`src/rtl/core/cm6_pkg.sv`:
```
`timescale 1ns / 1ps
// Shared types, constants and the symbol-to-character map for the CM6 sample encoder.
// Has no dependencies; every other file in rtl/core refers to it by scoped names.

package cm6_pkg;

  localparam logic [26:0] MAXMAG    = 27'h7ffffff;
  localparam logic [33:0] LIM_N2    = 34'h0000_0010;
  localparam logic [33:0] LIM_N3    = 34'h0000_0200;
  localparam logic [33:0] LIM_N4    = 34'h0000_4000;
  localparam logic [33:0] LIM_N5    = 34'h0008_0000;
  localparam logic [33:0] LIM_N6    = 34'h0100_0000;
  localparam logic [1:0]  REG_DIFF_ORDER   = 2'd0;
  localparam logic [1:0]  REG_CLIP_ENABLE  = 2'd1;
  localparam logic [1:0]  REG_OUTPUT_LIMIT = 2'd2;
  localparam logic [1:0]  ORDER_NONE  = 2'd0;
  localparam logic [1:0]  ORDER_FIRST = 2'd1;
  localparam logic [30:0] LIMIT_RESET = 31'h7fffffff;

  typedef struct packed {
    logic signed [31:0] sample;
    logic               block_start;
    logic               block_end;
  } samp_item_t;

  typedef struct packed {
    logic [6:0] code_char;
    logic       sample_last;
    logic       block_last;
    logic       overflow;
  } code_item_t;

  typedef struct packed {
    logic [1:0]  diff_order;
    logic        clip_enable;
    logic [30:0] output_limit;
  } cfg_t;

  typedef struct packed {
    logic        sign;
    logic [26:0] mag;
    logic [2:0]  last_idx;
    logic        ovf;
    logic        block_end;
  } job_t;

  function automatic logic [6:0] cm6_char(input logic [5:0] sym);
    logic [6:0] c;
    if (sym == 6'd0) begin
      c = 7'd43;
    end else if (sym == 6'd1) begin
      c = 7'd45;
    end else if (sym < 6'd12) begin
      c = 7'(sym) + 7'd46;
    end else if (sym < 6'd38) begin
      c = 7'(sym) + 7'd53;
    end else begin
      c = 7'(sym) + 7'd59;
    end
    return c;
  endfunction

endpackage

```
`src/rtl/core/cm6_front.sv`:
```
`timescale 1ns / 1ps
// Front end: clipping, differencing, magnitude classification and byte budget check.
// Uses cm6_pkg; pushes one job per sample into the queue.

module cm6_front (
  input  logic              clk,
  input  logic              rst,
  input  cm6_pkg::cfg_t     cfg,
  input  logic              samp_valid,
  output logic              samp_stall,
  input  cm6_pkg::samp_item_t samp_item,
  input  logic              q_full,
  output logic              q_push,
  output cm6_pkg::job_t     q_job
);

  logic               en;
  logic               s1_valid;
  logic signed [31:0] s1_x;
  logic               s1_start;
  logic               s1_end;
  logic               s2_valid;
  logic signed [33:0] s2_v;
  logic               s2_start;
  logic               s2_end;
  logic signed [31:0] prev_sample;
  logic signed [31:0] prev_diff;
  logic [30:0]        bytes;
  logic               ovf_seen;

  logic signed [31:0] x_clip;
  logic signed [31:0] ps;
  logic signed [31:0] pd;
  logic signed [32:0] diff;
  logic signed [31:0] d1;
  logic signed [33:0] dd;
  logic signed [33:0] v;
  logic [33:0]        mag;
  logic [2:0]         last_idx;
  logic [30:0]        bytes_base;
  logic               ovf_base;
  logic [31:0]        sum;
  logic               over;

  assign en         = !q_full;
  assign samp_stall = q_full;
  assign q_push     = en && s2_valid;

  always_comb begin
    x_clip = samp_item.sample;
    if (cfg.clip_enable) begin
      if (samp_item.sample > $signed({5'd0, cm6_pkg::MAXMAG})) begin
        x_clip = $signed({5'd0, cm6_pkg::MAXMAG});
      end else if (samp_item.sample < -$signed({5'd0, cm6_pkg::MAXMAG})) begin
        x_clip = -$signed({5'd0, cm6_pkg::MAXMAG});
      end
    end
  end

  always_comb begin
    ps   = s1_start ? '0 : prev_sample;
    pd   = s1_start ? '0 : prev_diff;
    diff = {s1_x[31], s1_x} - {ps[31], ps};
    if (diff[32] != diff[31]) begin
      d1 = diff[32] ? 32'sh80000000 : 32'sh7fffffff;
    end else begin
      d1 = diff[31:0];
    end
    dd = {{2{d1[31]}}, d1} - {{2{pd[31]}}, pd};
    case (cfg.diff_order)
      cm6_pkg::ORDER_NONE:  v = {{2{s1_x[31]}}, s1_x};
      cm6_pkg::ORDER_FIRST: v = {{2{d1[31]}}, d1};
      default:              v = dd;
    endcase
  end

  always_comb begin
    mag = s2_v[33] ? (34'd0 - s2_v) : s2_v;
    if (mag < cm6_pkg::LIM_N2) begin
      last_idx = 3'd0;
    end else if (mag < cm6_pkg::LIM_N3) begin
      last_idx = 3'd1;
    end else if (mag < cm6_pkg::LIM_N4) begin
      last_idx = 3'd2;
    end else if (mag < cm6_pkg::LIM_N5) begin
      last_idx = 3'd3;
    end else if (mag < cm6_pkg::LIM_N6) begin
      last_idx = 3'd4;
    end else begin
      last_idx = 3'd5;
    end
    bytes_base = s2_start ? '0 : bytes;
    ovf_base   = s2_start ? 1'b0 : ovf_seen;
    sum        = {1'b0, bytes_base} + 32'(last_idx) + 32'd1;
    over       = ovf_base || (sum > {1'b0, cfg.output_limit});
    q_job.sign      = s2_v[33];
    q_job.mag       = (mag > {7'd0, cm6_pkg::MAXMAG}) ? cm6_pkg::MAXMAG : mag[26:0];
    q_job.last_idx  = last_idx;
    q_job.ovf       = over;
    q_job.block_end = s2_end;
  end

  always_ff @(posedge clk) begin
    if (rst) begin
      s1_valid    <= 1'b0;
      s2_valid    <= 1'b0;
      prev_sample <= '0;
      prev_diff   <= '0;
      bytes       <= '0;
      ovf_seen    <= 1'b0;
    end else if (en) begin
      s1_valid <= samp_valid;
      s2_valid <= s1_valid;
      if (s1_valid) begin
        prev_sample <= s1_x;
        prev_diff   <= d1;
      end
      if (s2_valid) begin
        ovf_seen <= over;
        bytes    <= over ? bytes_base : sum[30:0];
      end
    end
  end

  always_ff @(posedge clk) begin
    if (en) begin
      if (samp_valid) begin
        s1_x     <= x_clip;
        s1_start <= samp_item.block_start;
        s1_end   <= samp_item.block_end;
      end
      if (s1_valid) begin
        s2_v     <= v;
        s2_start <= s1_start;
        s2_end   <= s1_end;
      end
    end
  end

endmodule

```
`src/rtl/core/cm6_queue.sv`:
```
`timescale 1ns / 1ps
// Small job queue between the front end and the symbol emitter.
// Uses cm6_pkg for the job type.

module cm6_queue #(
  parameter int DEPTH = 4
) (
  input  logic          clk,
  input  logic          rst,
  input  logic          push,
  input  cm6_pkg::job_t push_job,
  input  logic          pop,
  output logic          full,
  output logic          nonempty,
  output cm6_pkg::job_t head
);

  localparam int PTR_W = (DEPTH > 1) ? $clog2(DEPTH) : 1;
  localparam int CNT_W = $clog2(DEPTH + 1);

  cm6_pkg::job_t    mem [DEPTH];
  logic [PTR_W-1:0] wr_ptr;
  logic [PTR_W-1:0] rd_ptr;
  logic [CNT_W-1:0] count;
  logic             do_push;
  logic             do_pop;

  assign full     = (count == CNT_W'(DEPTH));
  assign nonempty = (count != '0);
  assign head     = mem[rd_ptr];
  assign do_push  = push && !full;
  assign do_pop   = pop && nonempty;

  always_ff @(posedge clk) begin
    if (rst) begin
      wr_ptr <= '0;
      rd_ptr <= '0;
      count  <= '0;
    end else begin
      if (do_push) begin
        wr_ptr <= (wr_ptr == PTR_W'(DEPTH - 1)) ? '0 : wr_ptr + 1'b1;
      end
      if (do_pop) begin
        rd_ptr <= (rd_ptr == PTR_W'(DEPTH - 1)) ? '0 : rd_ptr + 1'b1;
      end
      if (do_push && !do_pop) begin
        count <= count + 1'b1;
      end else if (do_pop && !do_push) begin
        count <= count - 1'b1;
      end
    end
  end

  always_ff @(posedge clk) begin
    if (do_push) begin
      mem[wr_ptr] <= push_job;
    end
  end

endmodule

```
`src/rtl/core/cm6_back.sv`:
```
`timescale 1ns / 1ps
// Back end: walks a queued job one six-bit symbol per cycle, when not stalled, into the output register.
// Uses cm6_pkg for the job and result types and the character map.

module cm6_back (
  input  logic               clk,
  input  logic               rst,
  input  logic               q_nonempty,
  input  cm6_pkg::job_t      q_head,
  output logic               q_pop,
  output logic               code_valid,
  input  logic               code_stall,
  output cm6_pkg::code_item_t code_item
);

  logic          cur_valid;
  cm6_pkg::job_t cur;
  logic [2:0]    rem;
  logic          first;
  logic          out_ready;
  logic          emit;
  logic          last;
  logic [4:0]    chunk;
  logic [5:0]    sym;
  cm6_pkg::code_item_t res;

  assign out_ready = !code_valid || !code_stall;
  assign emit      = cur_valid && out_ready;
  assign last      = cur.ovf || (rem == 3'd0);
  assign q_pop     = q_nonempty && (!cur_valid || (emit && last));

  always_comb begin
    case (rem)
      3'd0:    chunk = cur.mag[4:0];
      3'd1:    chunk = cur.mag[9:5];
      3'd2:    chunk = cur.mag[14:10];
      3'd3:    chunk = cur.mag[19:15];
      3'd4:    chunk = cur.mag[24:20];
      3'd5:    chunk = {3'd0, cur.mag[26:25]};
      default: chunk = '0;
    endcase
    sym[5] = (rem != 3'd0);
    if (first) begin
      sym[4:0] = {cur.sign, chunk[3:0]};
    end else begin
      sym[4:0] = chunk;
    end
    if (cur.ovf) begin
      res.code_char   = '0;
      res.sample_last = 1'b1;
      res.block_last  = cur.block_end;
      res.overflow    = 1'b1;
    end else begin
      res.code_char   = cm6_pkg::cm6_char(sym);
      res.sample_last = (rem == 3'd0);
      res.block_last  = (rem == 3'd0) && cur.block_end;
      res.overflow    = 1'b0;
    end
  end

  always_ff @(posedge clk) begin
    if (rst) begin
      cur_valid  <= 1'b0;
      code_valid <= 1'b0;
    end else begin
      if (out_ready) begin
        code_valid <= emit;
      end
      if (q_pop) begin
        cur_valid <= 1'b1;
      end else if (emit && last) begin
        cur_valid <= 1'b0;
      end
    end
  end

  always_ff @(posedge clk) begin
    if (emit) begin
      code_item <= res;
    end
    if (q_pop) begin
      cur   <= q_head;
      rem   <= q_head.last_idx;
      first <= 1'b1;
    end else if (emit) begin
      rem   <= rem - 3'd1;
      first <= 1'b0;
    end
  end

endmodule

```
`src/rtl/core/cm6_sample_encoder.sv`:
```
`timescale 1ns / 1ps
// Top level of the CM6 sample encoder: configuration registers, front end, queue, back end.
// Depends on cm6_pkg, cm6_front, cm6_queue and cm6_back.
//
//   channel   handshake                payload
//   samp      samp_valid / samp_stall  samp_item  (cm6_pkg::samp_item_t)
//   code      code_valid / code_stall  code_item  (cm6_pkg::code_item_t)
//   cfg       cfg_we                   cfg_index, cfg_data
//
// A sample yields 1 to 6 output characters, one per cycle while the output is not stalled,
// or a single overflow result; the symbol emitter in the back end sets this rate.
// The front end takes one request per cycle until the job queue fills.
// A sample passes stages s1 and s2, the job queue and the back-end job register.
// Reset is synchronous and clears history, byte count and configuration.
// A stalled output holds the back end; the front end keeps working into the queue.

module cm6_sample_encoder #(
  parameter int QUEUE_DEPTH = 4
) (
  input  logic                clk,
  input  logic                rst,
  input  logic                cfg_we,
  input  logic [1:0]          cfg_index,
  input  logic [30:0]         cfg_data,
  input  logic                samp_valid,
  output logic                samp_stall,
  input  cm6_pkg::samp_item_t samp_item,
  output logic                code_valid,
  input  logic                code_stall,
  output cm6_pkg::code_item_t code_item
);

  cm6_pkg::cfg_t cfg;
  logic          q_full;
  logic          q_push;
  logic          q_pop;
  logic          q_nonempty;
  cm6_pkg::job_t q_job;
  cm6_pkg::job_t q_head;

  always_ff @(posedge clk) begin
    if (rst) begin
      cfg.diff_order   <= cm6_pkg::ORDER_NONE;
      cfg.clip_enable  <= 1'b0;
      cfg.output_limit <= cm6_pkg::LIMIT_RESET;
    end else if (cfg_we) begin
      unique case (cfg_index)
        cm6_pkg::REG_DIFF_ORDER:   cfg.diff_order   <= cfg_data[1:0];
        cm6_pkg::REG_CLIP_ENABLE:  cfg.clip_enable  <= cfg_data[0];
        cm6_pkg::REG_OUTPUT_LIMIT: cfg.output_limit <= cfg_data;
        default: ;
      endcase
    end
  end

  cm6_front u_front (
    .clk        (clk),
    .rst        (rst),
    .cfg        (cfg),
    .samp_valid (samp_valid),
    .samp_stall (samp_stall),
    .samp_item  (samp_item),
    .q_full     (q_full),
    .q_push     (q_push),
    .q_job      (q_job)
  );

  cm6_queue #(
    .DEPTH (QUEUE_DEPTH)
  ) u_queue (
    .clk      (clk),
    .rst      (rst),
    .push     (q_push),
    .push_job (q_job),
    .pop      (q_pop),
    .full     (q_full),
    .nonempty (q_nonempty),
    .head     (q_head)
  );

  cm6_back u_back (
    .clk        (clk),
    .rst        (rst),
    .q_nonempty (q_nonempty),
    .q_head     (q_head),
    .q_pop      (q_pop),
    .code_valid (code_valid),
    .code_stall (code_stall),
    .code_item  (code_item)
  );

  a_no_push_when_full: assert property (@(posedge clk) disable iff (rst)
    q_push |-> !q_full)
    else $error("job pushed into a full queue");

  a_no_pop_when_empty: assert property (@(posedge clk) disable iff (rst)
    q_pop |-> q_nonempty)
    else $error("job popped from an empty queue");

  a_overflow_result: assert property (@(posedge clk) disable iff (rst)
    code_valid && code_item.overflow |-> code_item.code_char == 7'd0 && code_item.sample_last)
    else $error("overflow result carries a character or is not the last of its sample");

  a_block_last_ends_sample: assert property (@(posedge clk) disable iff (rst)
    code_valid && code_item.block_last |-> code_item.sample_last)
    else $error("block end flagged before the last character of a sample");

endmodule
```
`config.mk`:
```
export PLATFORM = sky130hd
export DESIGN_NAME = cm6_sample_encoder
export DESIGN_NICKNAME = d
export VERILOG_FILES = /design/src/rtl/core/cm6_pkg.sv /design/src/rtl/core/cm6_front.sv /design/src/rtl/core/cm6_queue.sv /design/src/rtl/core/cm6_back.sv /design/src/rtl/core/cm6_sample_encoder.sv
export SDC_FILE = /design/constraint.sdc
export NUM_CORES = 1
export LEC_CHECK = 0
export BUFFER_PORTS_ARGS = -buffer_cell sky130_fd_sc_hd__buf_2
export CORE_ASPECT_RATIO = 1.4
export CORE_MARGIN = 2
export CORE_UTILIZATION = 30
export DETAILED_ROUTE_END_ITERATION = 10
export HOLD_SLACK_MARGIN = 0.03
export PLACE_DENSITY = 0.53
export SLEW_MARGIN = 20
export SYNTH_ARGS = -nofsm -noshare
export SYNTH_HDL_FRONTEND = slang
export SYNTH_SLANG_ARGS = --single-unit
```
`constraint.sdc`:
```
create_clock -name clk -period 6.9 [get_ports clk]
set_input_delay 0 -clock clk [delete_from_list [all_inputs] [get_ports clk]]
set_output_delay 0 -clock clk [all_outputs]
set_load 0.01 [all_outputs]
```
Word level (Yosys, flattened, before mapping)
Memories as Yosys holds them, arrays and structs flattened. A register that Yosys moved wholly into a read port is not among the register bits.
Index checks and enable logic that the tools add are counted.

operators by class
  order comparisons = 11
  mux-type cells = 37
  bitwise logic cells = 1
  equal/unequal tests = 13
  add/subtract/negate cells = 13
  reduce and logical (&&, ||, !) cells = 36

operator list
  operator                 count
  $mux W32                 7
  $pmux W34 S2             1
  $sub A32 B32 Y33         2
  $mux W31                 2
  $gt A34 B27 Y1 const B   1
  $lt A34 B10 Y1 const B   1
  $lt A34 B15 Y1 const B   1
  $lt A34 B20 Y1 const B   1
  $lt A34 B25 Y1 const B   1
  $lt A34 B5 Y1 const B    1
  $mux W34                 1
  $sub A1 B34 Y34 const A  1
  $add A31 B3 Y32          1
  $add A32 B1 Y32 const B  1
  $gt A32 B28 Y1 const B   1
  $gt A32 B31 Y1           1
  $lt A32 B28 Y1 const B   1
  $pmux W5 S6              1
  $mux W27                 1
  $mux W3                  8
  $add A6 B6 Y7 const B    3
  $mux W7                  2
  $mux W6                  2
  $reduce_and A2 Y1        6
  other kinds (26)         63

word-level totals
  register bits after elaboration = 255
  output and inout port bits = 12
  RAM bits = 132
  memories kept = 1

memories
  name         words  width  rd ports  clocked after memory_dff  wr ports  RTL line         RTL
  u_queue.mem  4      33     1         1                         1         cm6_queue.sv:21  cm6_pkg::job_t mem [DEPTH];

Longest topological paths before layout
  word-level depth = 13
  depth in mapped cells = 34

Cells and area by module
From an unflattened synthesis, not the netlist that was laid out.

unflattened totals
  cells, all modules = 2,201
  area total of the unflattened synthesis = 22,128.7 um2

modules (own cells, without submodules)
  module              area each (um2)  cells each  sequential area each (um2)  instances
  cm6_front           13,379.1         1,678       4,033.9                     1
  cm6_queue           5,251.3          223         4,144.0                     1
  cm6_back            2,087.0          151         1,351.3                     1
  cm6_sample_encoder  1,411.4          149         680.7                       1

Worst setup path before layout
OpenSTA, ideal clock, no wires.

  kind = reg-to-reg
  from = reg u_front.s2_v[11]
  to = reg u_front.bytes[0]
  path slack = -431 ps
  stages on the path, launching flop included = 31
  required time = 6,840 ps
  setup time = 60 ps
  data arrival time = 7,272 ps
  cell sequence = edfxtp_1 or4_1 or3_4 or3_1 clkbuf_1 o311a_1 o221ai_1 a211oi_2 buf_6 nand2_2 and3b_1 ha_1 fa_1 nor2b_1 nor2_1 nor4_1 and3_1 nand3_1 o21ai_0 a21oi_1 ha_1 a21o_1 a21o_1 a21oi_1 o211ai_1 a221o_1 a21oi_1 nand3_1 nor2_1 clkbuf_1 a22o_1

on the way
  word-level cells in the longest chain between the ends = 13
  elaborated cells between the ends (all ways) = 17
  classes of those cells = 3 x add/sub; 6 x order compare; 7 x mux; 1 x reduce/logical

ends and longest elaborated chain
  element                 RTL line          RTL
  from (decl)             cm6_front.sv:23   logic signed [33:0] s2_v;
  from (signal assigned)  cm6_front.sv:133  s2_v <= v;
  $sub A1 B34 Y34         cm6_front.sv:78   mag = s2_v[33] ? (34'd0 - s2_v) : s2_v;
  $mux W34 (*)            cm6_front.sv:78
  $lt A34 B25 Y1          cm6_front.sv:87   end else if (mag < cm6_pkg::LIM_N6) begin
  $mux W1                 cm6_front.sv:87
  $mux W3                 cm6_front.sv:85   end else if (mag < cm6_pkg::LIM_N5) begin
  $mux W3                 cm6_front.sv:83   end else if (mag < cm6_pkg::LIM_N4) begin
  $mux W3                 cm6_front.sv:81   end else if (mag < cm6_pkg::LIM_N3) begin
  $mux W3 (*)             cm6_front.sv:79   if (mag < cm6_pkg::LIM_N2) begin
  $add A31 B3 Y32 (*)     cm6_front.sv:94   sum = {1'b0, bytes_base} + 32'(last_idx) + 32'd1;
  $add A32 B1 Y32 (*)     cm6_front.sv:94
  $gt A32 B31 Y1          cm6_front.sv:95   over = ovf_base || (sum > {1'b0, cfg.output_limit});
  $logic_or A1 B1 Y1      cm6_front.sv:95
  $mux W31 (*)            cm6_front.sv:120  bytes <= over ? bytes_base : sum[30:0];
  to (signal assigned)    cm6_front.sv:120
  to (decl)               cm6_front.sv:28   logic [30:0] bytes;

Mark *: on every way between the ends. The rest lies on a longest branch, timed or not.
A chain may end at the register's enable or synchronous reset.

Final worst setup path
  from = reg u_front.s2_v[11]
  to = reg u_front.bytes[23]

The elaborated chain is that of the path after synthesis.

==> flow_summary.yaml <==
yosys:
  synth_adder_area_share: 0.0703
  synth_nets: 2384
  yosys-top-cells-area: "edfxtp_1 (33%), dfxtp_1 (13%), ha_1 (6.6%)"
  synth_area_leader_cell: "edfxtp_1"
  avgSynthCellArea_sq_um: 9.99
  synthDistinctLibCells: 78
  syn_area_sq_um: 21900
  synth_compound_area_frac: 0.177
  synth-edff-count: 244
  synth-xor-area-share: 0.0452
  synth_top_family_by_area: "compound AO/OA/AOI/OAI gates"
  yosys_warnings: 0
  synth_mux_area_frac: 0.0390
  ys_seq_area_frac: 0.466
  ys.flop_type: "edfxtp_1"
  yosys.area_share.simple: 0.165
  yosys_register_bits: 388
  synth_top_area_share: 0.334
  synth-async-reset-ratio: 0
  synthCells: 2192
placement:
  placedCellCount: 3241
  gp_congestion: 0.886
  port_buffers: 83
  detailed_place_hpwl_mm: 41.6
setup_path:
  path_max_fanout: 7
  setup.worst_path.end_class: "flop"
  path_common_cell: "a21oi_2"
  critical_path_class: "flop to flop"
  startpoint_type: "flop"
  r2r_slack_ns: 0.12
  timing.critical_path.depth: 28
  cp_top_family: "simple AND/OR/NAND/NOR gates"
  reg2reg_depth: 28
  cp_num_buf_inv: 1
  worstPathArrival_ns: 7.28
  slowest_delay_ns: 0.55
  reg2reg_from: "u_front.s2_v[11]$_DFFE_PP_"
  crit_required_ns: 7.40
  r2r_end: "u_front.bytes[23]$_SDFFE_PP0P_"
  slowest_stage: "or4_4"
die:
  num_io_pins: 84
  row_count: 117
  die_h_um: 324
  core_sq_um: 72500
  initial_core_util: 0.302
  dieArea_sq_um: 75200
  die_w_um: 232
hold_path:
  hold_depth: 2
  hold_start: "samp_item[1]"
  hold_class: "input port to flop"
  whs_endpoint: "u_front.s1_start$_DFFE_PP_"
sta:
  finalCritPeriodShare: 0.982
  setup_viol: 0
  maxSlewViolCount: 0
  tightest_slew_ns: 1.07
  slew_headroom: 0.289
  finalHoldViolCount: 0
  rsz0062_at_grt: "yes"
  period_needed_ns: 6.78
  clock.fmax_ghz: 0.148
  skew_ns: 0.0210
cells_and_area:
  postLayoutCoreUtil: 0.368
  syn2layout_area_growth_pct: 21.7
  nets: 2610
  stdcell_count: 3404
  layout_commonest_cell: "nand2_1"
  layout_common_cells: "nand2_1 (261), edfxtp_1 (244), dfxtp_1 (143)"
  n_antenna_cell: 0
  drive_above_1_share: 0.165
pwr:
  ir_drop_mv: 0.177
  powerDensity_nw_per_um2: 343
  power_leakage_uw: 0.0101
  power_uw: 9150
clocking:
  insertion_delay_ns: 0.59
  clockBufferDepth: 3
  cts_tree: "done"
  numClockSinks: 388
  ctsRootBufferMaster: "clkbuf_16"
  path_clk_slew_ns: 0.06
  cts-htree-levels: 2
  numCtsBuffers: 42
routing:
  dr.first_iter.drc_count: 736
  postRouteWirelength_mm: 58.0
  detail-route-antenna-nets: 0
  firstDrtPassIters: 5
  vias: 17100
  drc: 0
  wl_per_cell_um: 17.0
  vias_per_cell: 5.01
global_routing:
  grt_overflow: 0
  grt_pass1_vias: 17300
  grtUsageTotal: 0.153
  antenna_found_initial: 0
  grt_pass1_wl_mm: 91.5
  grt_max_degree: 66
flow_run:
  cap_violations: 0
status:
  status: "completed"
-- cell type report --
class                   count  area, sq um
repair buffers            298         2260
well taps                 952         1190
flip-flops and latches    388        10200
clock inverters            27          269
clock buffers              51         1170
multi-input cells        1595        11200
fillers                  7211        45800
inverters                  93          350
-- registers in the layout, summed over array words and instances, names as in the netlist, 10 cells and up, named ones only --
name                 count
u_front.bytes           31
u_back.cur              30
u_front.s1_x            32
u_front.prev_sample     32
u_front.prev_diff       32
cfg                     34
u_front.s2_v            33
u_queue.mem            132
u_back.code_item        10
-- metal layers --
| metal | part of all wire | up-vias | track usage |
|---|---|---|---|
| li1 | - | 8521 | - |
| met1 | 0.41 | 8163 | 0.174 |
| met2 | 0.53 | 269 | 0.289 |
| met3 | 0.029 | 111 | 0.0178 |
| met4 | 0.037 | 0 | 0.0587 |
| met5 | 0 | - | 0 |
-- how the worst max path moves through the flow --
stage / startpoint / to / slack [ns]
CTS: u_front.s2_v[11]$_DFFE_PP_ / u_front.bytes[25]$_SDFFE_PP0P_ / 0.004
floorplan: u_front.s2_v[11]$_DFFE_PP_ / u_front.bytes[14]$_SDFFE_PP0P_ / 0.02
global placement: u_front.s2_v[0]$_DFFE_PP_ / u_front.bytes[14]$_SDFFE_PP0P_ / -0.07
detailed placement: u_front.s2_v[11]$_DFFE_PP_ / u_front.bytes[1]$_SDFFE_PP0P_ / -0.23
finish: u_front.s2_v[11]$_DFFE_PP_ / u_front.bytes[23]$_SDFFE_PP0P_ / 0.12
global route: u_front.s2_v[11]$_DFFE_PP_ / u_front.bytes[20]$_SDFFE_PP0P_ / -0.18
-- synth_stat cells (12+ instances only) --
cell,number
nand2_1,262
edfxtp_1,244
a21oi_1,147
dfxtp_1,144
ha_1,115
nor2_1,114
clkbuf_1,97
o21ai_0,94
inv_1,92
nand2b_1,86
a21o_1,78
xnor2_1,58
xor2_1,55
nor3_1,51
o211ai_1,47
nand3_1,43
a211oi_1,38
mux4_2,33
nor2b_1,30
nand4_1,29
and3_1,24
o21a_1,23
a22o_1,20
or3_1,20
nor4_1,17
a22oi_1,15
and2_1,14
buf_1,14
o22ai_1,14
o31ai_1,12
-- cell families (layout without fill, tap and decap cells) --
kind of cell | count (synthesis) | after routing
and+or+nand+nor | 735 | 735
xor gates and xnor gates | 113 | 113
AOI/OAI and AO/OA | 582 | 583
adders and majority gates | 120 | 120
buffers and inverters | 210 | 469
DFF | 388 | 388
muxes | 44 | 44
-- per-stage QoR --
step,hold slack [ns],TNS [ns],setup WS (ns),area (sq um)
5_1_grt,0.127,-3.75,-0.179,26700
2_1_floorplan,0.0989,0,0.0236,21900
3_3_place_gp,0.178,-0.930,-0.0660,24100
3_5_place_dp,0.179,-5.15,-0.233,24100
4_1_cts,0.0985,0,0.00439,26300
6_report,0.138,0,0.121,26700
-- timing repair --
item                                   in CTS  in global routing
buffers inserted                            1                 10
hold buffers                               71                  0
resized for setup                          20                 52
gates cloned                                0                  3
pin swaps                                   5                 35
setup endpoints to repair                  35                 37
endpoints found under the hold margin      82                  0
-- power by group --
part	leakage (uW)	switching (uW)	internal [uW]	total (uW)
sequential	0.00321	191	2880	3070
clock	0.000698	965	1360	2330
combinational	0.00616	2180	1570	3750
Power figures use the tool's default switching activity.
